$ cat src/sv/emg_bandpass_rms_envelope_core_macros.svh
// Assertion macros for the EMG envelope core.
// Used by the top level; needs nothing else.
`ifndef EMG_BANDPASS_RMS_ENVELOPE_CORE_MACROS_SVH
`define EMG_BANDPASS_RMS_ENVELOPE_CORE_MACROS_SVH
`ifndef SYNTHESIS
`define EMG_ASSERT(lbl, c, r, p, msg) \
  lbl: assert property (@(posedge c) disable iff (r) (p)) else $error(msg);
`define EMG_ASSERT_IMPLY(lbl, c, r, a, b, msg) \
  lbl: assert property (@(posedge c) disable iff (r) (a) |-> (b)) else $error(msg);
`else
`define EMG_ASSERT(lbl, c, r, p, msg)
`define EMG_ASSERT_IMPLY(lbl, c, r, a, b, msg)
`endif
`endif

$ cat src/sv/emg_rms_pkg.sv
// Shared types, constants and filter tables of the EMG envelope core.
// No dependencies.
`default_nettype none
package emg_rms_pkg;

  localparam int CHANNELS_DEF = 8;
  localparam int WINDOW_DEF   = 10;
  localparam int FIFO_DEPTH   = 2;
  localparam int CHIN_W       = 3;
  localparam int RAW_W        = 24;
  localparam int Q_W          = 16;
  localparam int SQ_W         = 31;
  localparam int SUM_W        = 35;
  localparam int ENV_W        = 15;
  localparam int TERM_W       = 4;
  localparam int TERMS        = 10;
  localparam int HP_TERMS     = 5;
  localparam int NEWTON_STEPS = 3;

  localparam logic [ENV_W-1:0] ENV_MAX = 15'h7FFF;

  localparam logic signed [Q_W-1:0] HP_B0 = 16'sh7B50;
  localparam logic signed [Q_W-1:0] HP_B1 = 16'sh84AF;
  localparam logic signed [Q_W-1:0] HP_B2 = 16'sh7B50;
  localparam logic signed [Q_W-1:0] HP_A1 = 16'sh84AF;
  localparam logic signed [Q_W-1:0] HP_A2 = 16'sh76A0;
  localparam logic signed [Q_W-1:0] LP_B0 = 16'sh0F82;
  localparam logic signed [Q_W-1:0] LP_B1 = 16'sh1F04;
  localparam logic signed [Q_W-1:0] LP_B2 = 16'sh0F82;
  localparam logic signed [Q_W-1:0] LP_A1 = 16'sh6E4B;
  localparam logic signed [Q_W-1:0] LP_A2 = 16'shCE51;

  typedef struct packed {
    logic signed [Q_W-1:0] x1;
    logic signed [Q_W-1:0] x2;
    logic signed [Q_W-1:0] y1;
    logic signed [Q_W-1:0] y2;
    logic signed [Q_W-1:0] z1;
    logic signed [Q_W-1:0] z2;
    logic [SUM_W-1:0]      sum;
  } chan_state_t;

  typedef struct packed {
    logic empty;
    logic full;
  } fifo_status_t;

  typedef struct packed {
    logic pop;
    logic clearing;
  } back_ctl_t;

  typedef enum logic [3:0] {
    BK_CLEAR,
    BK_IDLE,
    BK_LOAD,
    BK_UNPACK,
    BK_MUL,
    BK_ACC,
    BK_SQUARE,
    BK_UPDATE,
    BK_MEAN,
    BK_ROOT,
    BK_OUT
  } back_state_t;

  // Coefficient of each filter term: high-pass terms first, then low-pass.
  function automatic logic signed [Q_W-1:0] term_coef(input logic [TERM_W-1:0] k);
    case (k)
      4'd0:    return HP_B0;
      4'd1:    return HP_B1;
      4'd2:    return HP_B2;
      4'd3:    return HP_A1;
      4'd4:    return HP_A2;
      4'd5:    return LP_B0;
      4'd6:    return LP_B1;
      4'd7:    return LP_B2;
      4'd8:    return LP_A1;
      4'd9:    return LP_A2;
      default: return '0;
    endcase
  endfunction

  // Feedback terms are subtracted.
  function automatic logic term_neg(input logic [TERM_W-1:0] k);
    return (k == 4'd3) || (k == 4'd4) || (k == 4'd8) || (k == 4'd9);
  endfunction

  // Floor shift of a Q30 product to Q15, saturated.
  function automatic logic signed [Q_W-1:0] qsat(input logic signed [31:0] p);
    logic signed [16:0] t;
    t = p[31:15];
    if (t > 17'sd32767) return 16'sh7FFF;
    else if (t < $signed(17'h18000)) return 16'sh8000;
    else return t[15:0];
  endfunction

endpackage
`default_nettype wire

$ cat src/sv/emg_rms_fifo.sv
// Short item queue between the front and back parts.
// Generic width; uses emg_rms_pkg for the status struct.
`default_nettype none
module emg_rms_fifo #(
  parameter int WIDTH = 22,
  parameter int DEPTH = emg_rms_pkg::FIFO_DEPTH
) (
  input  wire logic                       clk,
  input  wire logic                       rst,
  input  wire logic                       push,
  input  wire logic [WIDTH-1:0]           wdata,
  input  wire logic                       pop,
  output logic [WIDTH-1:0]                rdata,
  output emg_rms_pkg::fifo_status_t       status
);
  localparam int AW = (DEPTH > 1) ? $clog2(DEPTH) : 1;
  localparam int CW = $clog2(DEPTH + 1);

  logic [WIDTH-1:0] slots [DEPTH];
  logic [AW-1:0]    wr_ptr;
  logic [AW-1:0]    rd_ptr;
  logic [CW-1:0]    count;

  always_ff @(posedge clk) begin
    if (push) begin
      slots[wr_ptr] <= wdata;
    end
  end

  always_ff @(posedge clk) begin
    if (rst) begin
      wr_ptr <= '0;
      rd_ptr <= '0;
      count  <= '0;
    end else begin
      if (push) begin
        wr_ptr <= (wr_ptr == AW'(DEPTH - 1)) ? '0 : wr_ptr + 1'b1;
      end
      if (pop) begin
        rd_ptr <= (rd_ptr == AW'(DEPTH - 1)) ? '0 : rd_ptr + 1'b1;
      end
      if (push && !pop) begin
        count <= count + 1'b1;
      end else if (pop && !push) begin
        count <= count - 1'b1;
      end
    end
  end

  assign rdata        = slots[rd_ptr];
  assign status.empty = (count == '0);
  assign status.full  = (count == CW'(DEPTH));
endmodule
`default_nettype wire

$ cat config.mk
export PLATFORM = sky130hd
export DESIGN_NAME = emg_rms_fifo
export DESIGN_NICKNAME = d
export VERILOG_FILES = /design/src/sv/emg_bandpass_rms_envelope_core_macros.svh /design/src/sv/emg_rms_pkg.sv /design/src/sv/emg_rms_fifo.sv
export SDC_FILE = /design/constraint.sdc
export NUM_CORES = 1
export LEC_CHECK = 0
export BUFFER_PORTS_ARGS = -buffer_cell sky130_fd_sc_hd__buf_2
export CAP_MARGIN = 20
export CELL_PAD_IN_SITES_DETAIL_PLACEMENT = 1
export CELL_PAD_IN_SITES_GLOBAL_PLACEMENT = 2
export CORE_UTILIZATION = 35
export DETAILED_ROUTE_END_ITERATION = 12
export GPL_TIMING_DRIVEN = 0
export PLACE_DENSITY = 0.74
export SLEW_MARGIN = 25
export SYNTH_ARGS = -nofsm -noshare
export SYNTH_HDL_FRONTEND = slang
export SYNTH_SLANG_ARGS = --single-unit
$ cat constraint.sdc
create_clock -name clk -period 2.72 [get_ports clk]
set_clock_uncertainty 0.15 [all_clocks]
set_input_delay 0.136 -clock clk [delete_from_list [all_inputs] [get_ports clk]]
set_output_delay 0.136 -clock clk [all_outputs]
set_load 0.1 [all_outputs]
==> impl_summary.txt, run 1 <==
----------------------------------------------------
[Detailed routing]
  Post-Route WL ... approximately 3400 um
  Via total after detailed routing ... ~1000
  First-iteration detailed-routing DRC count ... 47
  Number of routed nets with antenna violations ... 0
  Vias per std cell ... about 4.4
  Routed WL per cell ... roughly 14 um
  Number of search-and-repair iterations in the first detailed-routing pass ... 4
  DRC violations left ... 0

[Timing]
  Final setup violating endpoints ... 0
  Final worst path period share ... between 70 and 80%
  Final max-slew violation count ... 0
  Crit path setup slack, layout ... slightly below 0.8 ns
  Setup total negative slack ... 0 ns
  Final count of hold timing violations ... 0
  Timing-limited maximum frequency ... 517 MHz
  Final min period ... about 1.9 ns
  Max_slew headroom ... 54.6%
  Unrepaired setup endpoints after global routing ... no
  Final hold slack ... roughly 0.18 ns
  Worst slew pin tran ... approximately 0.68 ns

[Critical path]
  Data arrival at the endpoint of the critical path ... between 1.5 and 2 ns
  Critical path, cell by cell ... buf_2 -> mux2_2 -> buf_2
  Critical path depth in cells ... 3
  Slowest cell on crit path ... dfxtp_1
  Crit. End Element ... output pin
  Worst path max stage delay ... between 0.3 and 0.4 ns
  Kind of start point of the critical path ... flop
  Maximum fanout along the worst path ... 10
  Data required time at the worst endpoint ... roughly 2.4 ns
  Total buffers and inverters traversed by the critical path ... 2
  Worst reg-to-reg path cell count ... 1
  CP delay by family, top ... buffers and inverters
  Startpoint of the most critical register-to-register path ... wr_ptr
  Critical path class ... reg2out
  Worst path most repeated cell ... buf_2

[GRT]
  Global routing usage on met3 ... 4.25%
  M1 GR Usage ... between 10% and 20%
  Largest net degree at the start of global routing ... 23
  Overall Global Routing Usage ... a little over an eighth
  Grt total ovfl ... 0
  Global-route wire length before repair ... 4990 um
  Met2 layer usage reported by global route ... between 20% and 30%
  Most Used Layer, Global Route ... met2
  Initial antenna violation count ... 0
  Vias in the first global route ... 1055

[Floorplanning]
  Rows ... 25
  Std-Cell Core Area ... about 0.0048 sq mm
  Die Ht ... about 73 um
  Num ports ... 50
  Die area ... ~0.0054 sq mm
  Effective utilization at floorplan ... around 37%
  Width of the die ... between 70 and 80 um

[Logic synthesis]
  Number of register bits inferred by synthesis ... 49
  Number of library cell types mapped by synthesis ... 15
  Synth Cell Area ... 0.00179 sq mm
  Avg Synthesized Cell Area ... slightly below 20 sq um
  Seq/Total Area, Yosys ... about 80%
  Warnings from Yosys ... 0
  Instance count of the mapped netlist ... 90
  Post-Syn Nets ... 117

[CTS]
  Clock buffer depth ... 2
  Worst-path clk slew ... 0.09 ns
  Postcts setup bufs ... 0
  H-tree depth ... 2
  Root Buffer Master ... clkbuf_8
  TritonCTS Buffers ... 5
  Clock tree from TritonCTS ... done
  Sinks on the clock net ... 49
  Insertion delay to the later sink of the worst-skew pair ... between 0.2 and 0.3 ns
  Post-cts gate resize count ... 0

[Power and ir drop]
  Combinational power share ... 25.3%
  Peak ir drop on the vdd network ... about 0.41 mV
  Portion of total power attributed to sequential cells ... 44.7%
  Share of power burned in the clock network ... roughly 30%
  Cell-internal power ... approximately 1.4 mW
  Pleak ... 0.972 nW
  Switching Power ... about 0.64 mW
  Switching Share ... roughly a third
  Power density cells ... 795 mW/mm^2

[Hold path]
  Min-delay worst type ... in2reg
  Worst hold path startpoint ... push
  Hold Path Depth ... 4

[Run]
  Max-cap check violation count ... 0

[Placed design]
  Final HPWL from detailed placement ... 2190 um
  Number of cells after detailed placement ... 206
  Dpl ws ... 0.904 ns
  Port Buffer Count ... 49
  GPL Wtd Cong ... 0.636

[Final layout]
  Final Core Density ... around 52%
  Net count, final ... just under 200
  Most frequent cells in the layout ... buf_2 (51), edfxtp_1 (44), dlygate4sd3_1 (25)
  Fin cells ... 239
  Layout cells sized above 1 ... 48.8%
  Number of diodes added for antenna fixing ... 0
  Area delta synth->final ... 40.4%
  Most frequent standard cell in the layout excluding fill and tap cells ... buf_2

[Status]
  Status ... complete, no violations

----------------------------------------------------
-- state kept, by name, indices dropped and copies added, names as in the netlist, named ones only --
name	count
count	2
slots	44
rd_ptr	1
wr_ptr	1
-- through the flow --
| step | power [mW] | cell area, sq um |
|---|---|---|
| CTS | 2.01 | 2510 |
| floorplan | 1.30 | 1790 |
| detailed placement | 1.39 | 2120 |
| global placement | 1.38 | 2120 |
| global route | 2.06 | 2510 |
| finish | 2.00 | 2510 |
-- synthesized netlist by cell type --
cell type / n / area (sq um)
a21oi_1: 1 / 5.00
and2_1: 1 / 6.26
and2b_2: 1 / 8.76
buf_2: 2 / 10.0
dfxtp_1: 5 / 100
edfxtp_1: 44 / 1320
ha_1: 1 / 12.5
inv_1: 1 / 3.75
mux2_2: 22 / 248
nor2_1: 5 / 18.8
nor2b_1: 1 / 6.26
o21ai_0: 1 / 5.00
or3_1: 1 / 6.26
xnor2_1: 2 / 17.5
xor2_1: 2 / 17.5
-- tightest hold or removal path: cells and delay by family --
kind,cells,cell delay (ns)
xor gates and xnor gates,1,0.08
adders and majority gates,1,0.19
buffers and inverters,1,0.12
and+or+nand+nor,1,0.07
-- final timing paths --
kind,endpoint,slack [ns]
max,rdata[1],0.78
min,count[0],0.18
max reg2reg,slots[1][17],1.25
min reg2reg,count[1],0.39
-- logic make-up (layout without fill, tap and decap cells) --
family	count (synthesis)	count (layout)	share of synthesized area (%)
AO/OA/AOI/OAI	2	2	0.560
XOR/XNOR	4	4	1.96
adder cells (fa/ha/maj)	1	1	0.700
buffers and inverters	3	85	0.770
flip-flops	49	49	79.6
multiplexers	22	22	13.9
AND/OR/NAND/NOR	9	9	2.59
-- area by class of cell --
class | count | area, sq um
Tap cell | 67 | 83.8
Timing Repair Buffer | 74 | 495
Inverter | 1 | 3.75
Sequential cell | 49 | 1420
Fill cell | 493 | 2310
Clock buffer | 5 | 68.8
Buffer | 2 | 10.0
Clock inverter | 3 | 65.1
Multi-Input combinational cell | 38 | 360
-- layer usage --
layer  share of wire, %  wire length [um]
met5                  0                 0
met4               0.58                20
met3                3.9               135
met2                 56              1910
met1                 39              1350
-- repair_timing --
item | 4_1_cts | 5_1_grt
hold buffers | 25 | 0
endpoints found under the hold margin | 49 | 0
setup endpoints to repair | 0 | 0
-- power groups by stage --
stage	Combinational (mW)	Clock (mW)	Sequential [mW]
5_1_grt	0.522	0.639	0.897
3_3_place_gp	0.470	0	0.906
4_1_cts	0.507	0.613	0.892
6_report	0.504	0.599	0.891
3_5_place_dp	0.478	0	0.910
2_1_floorplan	0.398	0	0.903
(Power assumes the default switching activity.)
==> run 2, diff against run 1 <==
==> constraint.sdc (replaced) <==
create_clock -name clk -period 1.84 [get_ports clk]
set_clock_uncertainty 0.15 [all_clocks]
set_input_delay 0.092 -clock clk [delete_from_list [all_inputs] [get_ports clk]]
set_output_delay 0.092 -clock clk [all_outputs]
set_load 0.1 [all_outputs]
==> run 2 against run 1 <==
Critical path depth unchanged. Cell area is 1.1% higher. Total power rose by 42%. Via count is 0.77% higher. Sequential power grew 48%. Count of clock-buffer cells in the layout grew 1. Critical endpoint is now rdata[21]. Largest cell class unchanged.
==> impl_summary.txt, run 2 (same netlist as run 1, synthesis figures left out) <==
----------------------------------------------------
[Status]
  Status ... complete, no violations

[Timing]
  Worst slew pin tran ... between 0.6 and 0.7 ns
  Max_slew headroom ... a little under three fifths
  Crit path setup slack, layout ... between 0.06 and 0.07 ns
  Final min period ... 1.78 ns
  Unrepaired setup endpoints after global routing ... yes
  Final max-slew violation count ... 0
  Final count of hold timing violations ... 0
  Final worst path period share ... a little over nine tenths
  Setup total negative slack ... 0 ns
  Final setup violating endpoints ... 0
  Timing-limited maximum frequency ... between 500 and 600 MHz

[Critical path]
  CP delay by family, top ... buffers and inverters
  End of the worst register-to-register path ... slots[1][8]
  Data arrival at the endpoint of the critical path ... 1.54 ns
  Worst reg-to-reg path cell count ... 1
  Worst path max stage delay ... around 0.4 ns
  Startpoint of the most critical register-to-register path ... wr_ptr
  Total buffers and inverters traversed by the critical path ... 2
  Register-to-Register Setup Slack ... 0.36 ns
  Critical path class ... reg2out
  Critical path, cell by cell ... buf_4 -> mux2_2 -> clkbuf_4
  Maximum fanout along the worst path ... 10
  Slowest cell on crit path ... dfxtp_1
  Crit. End Element ... output pin
  Kind of start point of the critical path ... flop
  Data required time at the worst endpoint ... approximately 1.6 ns

[Hold path]
  Worst hold path startpoint ... push
  Hold Path Depth ... 4
  Min-delay worst type ... in2reg
  End point of the most critical hold path ... count[0]

[Detailed routing]
  Number of search-and-repair iterations in the first detailed-routing pass ... 2
  Vias per std cell ... ~4.4
  Via total after detailed routing ... ~1000
  Routed WL per cell ... around 15 um
  DRC violations left ... 0
  First-iteration detailed-routing DRC count ... between 40 and 50
  Post-Route WL ... ~3500 um
  Number of routed nets with antenna violations ... 0

[CTS]
  Postcts setup bufs ... 0
  Insertion delay to the later sink of the worst-skew pair ... ~0.29 ns
  Clock tree from TritonCTS ... done
  Worst-path clk slew ... 0.08 ns
  Root Buffer Master ... clkbuf_8
  Sinks on the clock net ... 49
  Clock buffer depth ... 2
  H-tree depth ... 2
  TritonCTS Buffers ... 5

[Final layout]
  Number of diodes added for antenna fixing ... 0
  Largest registers ... slots: 44 flops, count: 2 flops
  Most flop-heavy register ... slots
  Net count, final ... slightly below 200
  Most frequent cells in the layout ... edfxtp_1 (44), buf_2 (29), dlygate4sd3_1 (25)
  Area delta synth->final ... 41.9%
  Flip-flop count of the largest register after layout ... between 40 and 50
  Most frequent standard cell in the layout excluding fill and tap cells ... edfxtp_1
  Layout cells sized above 1 ... a little under half

[Power and ir drop]
  Pleak ... just under 1 nW
  Peak ir drop on the vdd network ... approximately 0.58 mV
  Power density cells ... 1120 mW/mm^2

[Placed design]
  Port Buffer Count ... between 40 and 50
  GPL Wtd Cong ... 0.644
  Dpl ws ... a little under 0.01 ns
  Final HPWL from detailed placement ... 2180 um

[Floorplanning]
  Die area ... roughly 0.0054 sq mm
  Effective utilization at floorplan ... a little under two fifths
  Width of the die ... between 70 and 80 um
  Rows ... 25
  Die Ht ... approximately 73 um
  Std-Cell Core Area ... ~0.0048 sq mm
  Num ports ... 50

[GRT]
  Grt total ovfl ... 0
  Initial antenna violation count ... 0
  Global-route wire length before repair ... between 5000 and 6000 um
  Largest net degree at the start of global routing ... 23
  Vias in the first global route ... 1128
  Overall Global Routing Usage ... 13.6%

[Run]
  Max-cap check violation count ... 0

----------------------------------------------------
run 2: cell types whose count changed in the layout (fill, tap and decap cells not counted):
cell       before  now
bufinv_16       2    1
clkbuf_4        0    1
clkinv_1        0    1
buf_4           0   21
clkinv_2        1    0
clkbuf_1        0    1
buf_2          51   29
run 2: routing by layer:
metal | share of wire [%] | wire length [um] | vias up | track usage (%)
met5 | 0 | 0 | - | 0
met3 | 4.3 | 149 | 4 | 5.21
met2 | 53 | 1860 | 32 | 23.4
met4 | 1.6 | 56 | 0 | 6.41
li1 | - | - | 501 | -
met1 | 41 | 1440 | 512 | 14.8
run 2: timing repair:
| item | CTS | global route |
|---|---|---|
| gates resized for setup | 5 | 35 |
| setup endpoints to repair | 42 | 18 |
| hold buffers | 25 | 0 |
| endpoints found under the hold margin | 49 | 0 |
| cloned | 0 | 0 |
run 2: how the worst max path moves through the flow:
stage             start      endpoint  slack (ns)  depth (start not counted)
2_1_floorplan  count[0]     status[1]        0.02                          1
3_3_place_gp     wr_ptr  slots[0][19]        0.04                          1
3_5_place_dp     wr_ptr  slots[1][18]        0.01                          1
4_1_cts            flop     rdata[14]      0.0006                          3
5_1_grt            flop     rdata[21]       -0.02                          3
6_report           flop     rdata[21]        0.06                          3
run 2: per-stage QoR:
stage               std cells  total power, mW  area [sq um]  hold slack (ns)  util (%)
floorplan                  90             1.92          1790           0.0111         -
detailed placement        206             2.05          2120            0.134      44.1
global placement          206             2.03          2120            0.131      44.0
global route              239             2.94          2540            0.185      52.6
CTS                       239             2.83          2490            0.138      51.7
finish                    239             2.83          2540            0.143      52.6
run 2: report_power, final:
part           switching [mW]  internal [mW]  total [mW]  leakage (nW)
sequential             0.0258           1.29        1.32         0.455
clock                   0.333          0.401       0.734        0.0528
combinational           0.577          0.202       0.779         0.468
total                   0.936           1.90        2.83         0.975
run 2: cell type report:
class / count / area (sq um)
Clock inverter: 2 / 33.8
Sequential cell: 49 / 1420
Tap cell: 67 / 83.8
Fill cell: 489 / 2280
Clock buffer: 6 / 72.6
Buffer: 2 / 15.0
Multi-Input combinational cell: 38 / 360
Timing Repair Buffer: 74 / 546
Inverter: 1 / 3.75
==> run 3, diff against run 2 <==
--- a/config.mk
+++ b/config.mk
@@ -9,6 +9,7 @@
 export CAP_MARGIN = 20
 export CELL_PAD_IN_SITES_DETAIL_PLACEMENT = 1
 export CELL_PAD_IN_SITES_GLOBAL_PLACEMENT = 2
+export CORE_ASPECT_RATIO = 0.5
 export CORE_UTILIZATION = 35
 export DETAILED_ROUTE_END_ITERATION = 12
 export GPL_TIMING_DRIVEN = 0
==> run 3 against run 2 <==
Wire length decreased by 3.4%. Maximum frequency increased by 3.3%. Flip-flop and latch count unchanged. Utilization increased by 1.2 points. Clock power decreased by 18%. Highest routed layer unchanged.
==> impl_summary.txt, run 3 (same netlist as run 1, synthesis figures left out) <==
----------------------------------------------------
[CTS]
  Sinks on the clock net ... 49
  Root Buffer Master ... clkbuf_8
  Clock tree from TritonCTS ... done
  H-tree depth ... 2
  Clock buffer depth ... 2
  Postcts setup bufs ... 0
  Insertion delay to the later sink of the worst-skew pair ... roughly 0.29 ns
  Worst-path clk slew ... around 0.080 ns
  TritonCTS Buffers ... 5

[Placed design]
  Dpl ws ... between 0.2 and 0.3 ns
  Placed instance area ... 0.00212 sq mm
  Final HPWL from detailed placement ... 2110 um
  Port Buffer Count ... between 40 and 50
  GPL Wtd Cong ... just over 0.6

[Timing]
  Final min period ... between 1.5 and 2 ns
  Final hold slack ... approximately 0.13 ns
  Setup total negative slack ... 0 ns
  Final max-slew violation count ... 0
  Worst slew pin tran ... around 0.67 ns
  Timing-limited maximum frequency ... a little under 600 MHz
  Final worst path period share ... 93.6%
  Final setup violating endpoints ... 0
  Unrepaired setup endpoints after global routing ... no
  Final count of hold timing violations ... 0
  Max_slew headroom ... between 50 and 60%
  Crit path setup slack, layout ... 0.119 ns

[Critical path]
  End of the worst register-to-register path ... slots[1][17]
  Maximum fanout along the worst path ... 10
  Data arrival at the endpoint of the critical path ... around 1.5 ns
  Data required time at the worst endpoint ... roughly 1.6 ns
  Crit. End Element ... output pin
  Kind of start point of the critical path ... flop
  Worst reg-to-reg path cell count ... 1
  Startpoint of the most critical register-to-register path ... wr_ptr
  Critical path class ... reg2out
  Register-to-Register Setup Slack ... approximately 0.38 ns

[Detailed routing]
  Number of search-and-repair iterations in the first detailed-routing pass ... 3
  Routed WL per cell ... 14.2 um
  Vias per std cell ... 4.39
  Post-Route WL ... approximately 3400 um
  Number of routed nets with antenna violations ... 0
  First-iteration detailed-routing DRC count ... 18
  DRC violations left ... 0
  Via total after detailed routing ... roughly 1000

[Floorplanning]
  Rows ... 17
  Die area ... 0.00541 sq mm
  Die Ht ... 52.5 um
  Effective utilization at floorplan ... approximately two fifths
  Width of the die ... between 100 and 150 um
  Std-Cell Core Area ... between 0.004 and 0.005 sq mm
  Num ports ... 50

[Hold path]
  Hold Path Depth ... 4
  End point of the most critical hold path ... count[0]
  Worst hold path startpoint ... push
  Min-delay worst type ... in2reg

[Final layout]
  Largest registers ... slots: 44 flops, count: 2 flops
  Most flop-heavy register ... slots
  Filler cells ... approximately 480
  Area delta synth->final ... 39.8%
  Number of diodes added for antenna fixing ... 0
  Most frequent cells in the layout ... edfxtp_1 (44), buf_2 (37), dlygate4sd3_1 (25)
  Flip-flop count of the largest register after layout ... 44
  Finished layout cell area ... between 0.002 and 0.0025 sq mm
  Most frequent standard cell in the layout excluding fill and tap cells ... edfxtp_1
  Net count, final ... around 200
  Layout cells sized above 1 ... 47.7%

[Power and ir drop]
  Power, Total ... about 2.7 mW
  Switching Power ... 0.936 mW
  Portion of total power attributed to sequential cells ... roughly 50%
  Pleak ... around 0.96 nW
  Switching Share ... a little over a third
  Share of power burned in the clock network ... between 20% and 30%
  Combinational power share ... around 28%
  Cell-internal power ... between 1.5 and 2 mW
  Peak ir drop on the vdd network ... approximately 0.35 mV
  Power density cells ... around 1100 mW/mm^2

[GRT]
  Initial antenna violation count ... 0
  Global-route wire length before repair ... 5290 um
  Overall Global Routing Usage ... 14.1%
  Vias in the first global route ... about 1100
  Grt total ovfl ... 0
  Largest net degree at the start of global routing ... 23

[Status]
  Status ... complete, no violations

[Run]
  Max-cap check violation count ... 0

----------------------------------------------------
==> run 3: changes by cell type in the layout (fill, tap and decap cells not counted) <==
cell,change
bufinv_16,-1
dfxtp_1,-1
buf_2,+8
clkbuf_1,+1
buf_6,+2
dfxtp_2,+1
buf_4,-21
clkbuf_4,+11
==> run 3: routing by layer <==
layer / up-vias / wire [um] / GRT usage [%]
met1: 520 / 1380 / 15.3
met3: 3 / 137 / 5.47
met4: 0 / 27 / 4.23
met2: 20 / 1840 / 25.9
met5: - / 0 / 0
li1: 502 / - / -
==> run 3: worst max-delay path, stage by stage, from the launching register on <==
cell and delay [ns]:
dfxtp_2 0.38, buf_6 0.17, mux2_2 0.35, clkbuf_4 0.28
==> run 3: power groups by stage <==
stage          registers [mW]  logic, mW  clock network, mW
2_1_floorplan            1.33      0.590                  0
3_5_place_dp             1.34      0.705                  0
3_3_place_gp             1.34      0.697                  0
6_report                 1.32      0.763              0.602
4_1_cts                  1.32      0.753              0.622
5_1_grt                  1.33      0.795              0.654
==> run 3: cell type report <==
cell class / count / area, sq um / area share, %
plain buffers: 2 / 22.5 / 0.902
clock buffers: 7 / 76.3 / 3.06
clock inverters: 1 / 3.75 / 0.150
inverters: 1 / 3.75 / 0.150
multi-input cells: 38 / 360 / 14.4
flip-flops and latches: 49 / 1420 / 57.0
well taps: 66 / 82.6 / 3.31
repair buffers: 74 / 526 / 21.0
==> run 3: through the flow <==
step	std cells	utilization [%]
after floorplan	90	-
after global placement	205	45.7
after detailed placement	205	45.8
after CTS	238	53.0
after global routing	238	53.9
final	238	53.9
==> run 3: worst max path at each step <==
stage | start | endpoint | depth (start not counted)
floorplan | count[0] | status[1] | 1
global placement | wr_ptr | slots[0][13] | 1
detailed placement | flop | rdata[16] | 3
CTS | flop | rdata[19] | 3
global route | flop | rdata[18] | 3
finish | flop | rdata[19] | 3
==> run 3: repair_timing <==
action / in CTS / in global routing
hold buffers: 25 / 0
pin swaps: 0 / 0
resized for setup: 2 / 15
setup endpoints to repair: 20 / 20
hold endpoints to repair: 49 / 0
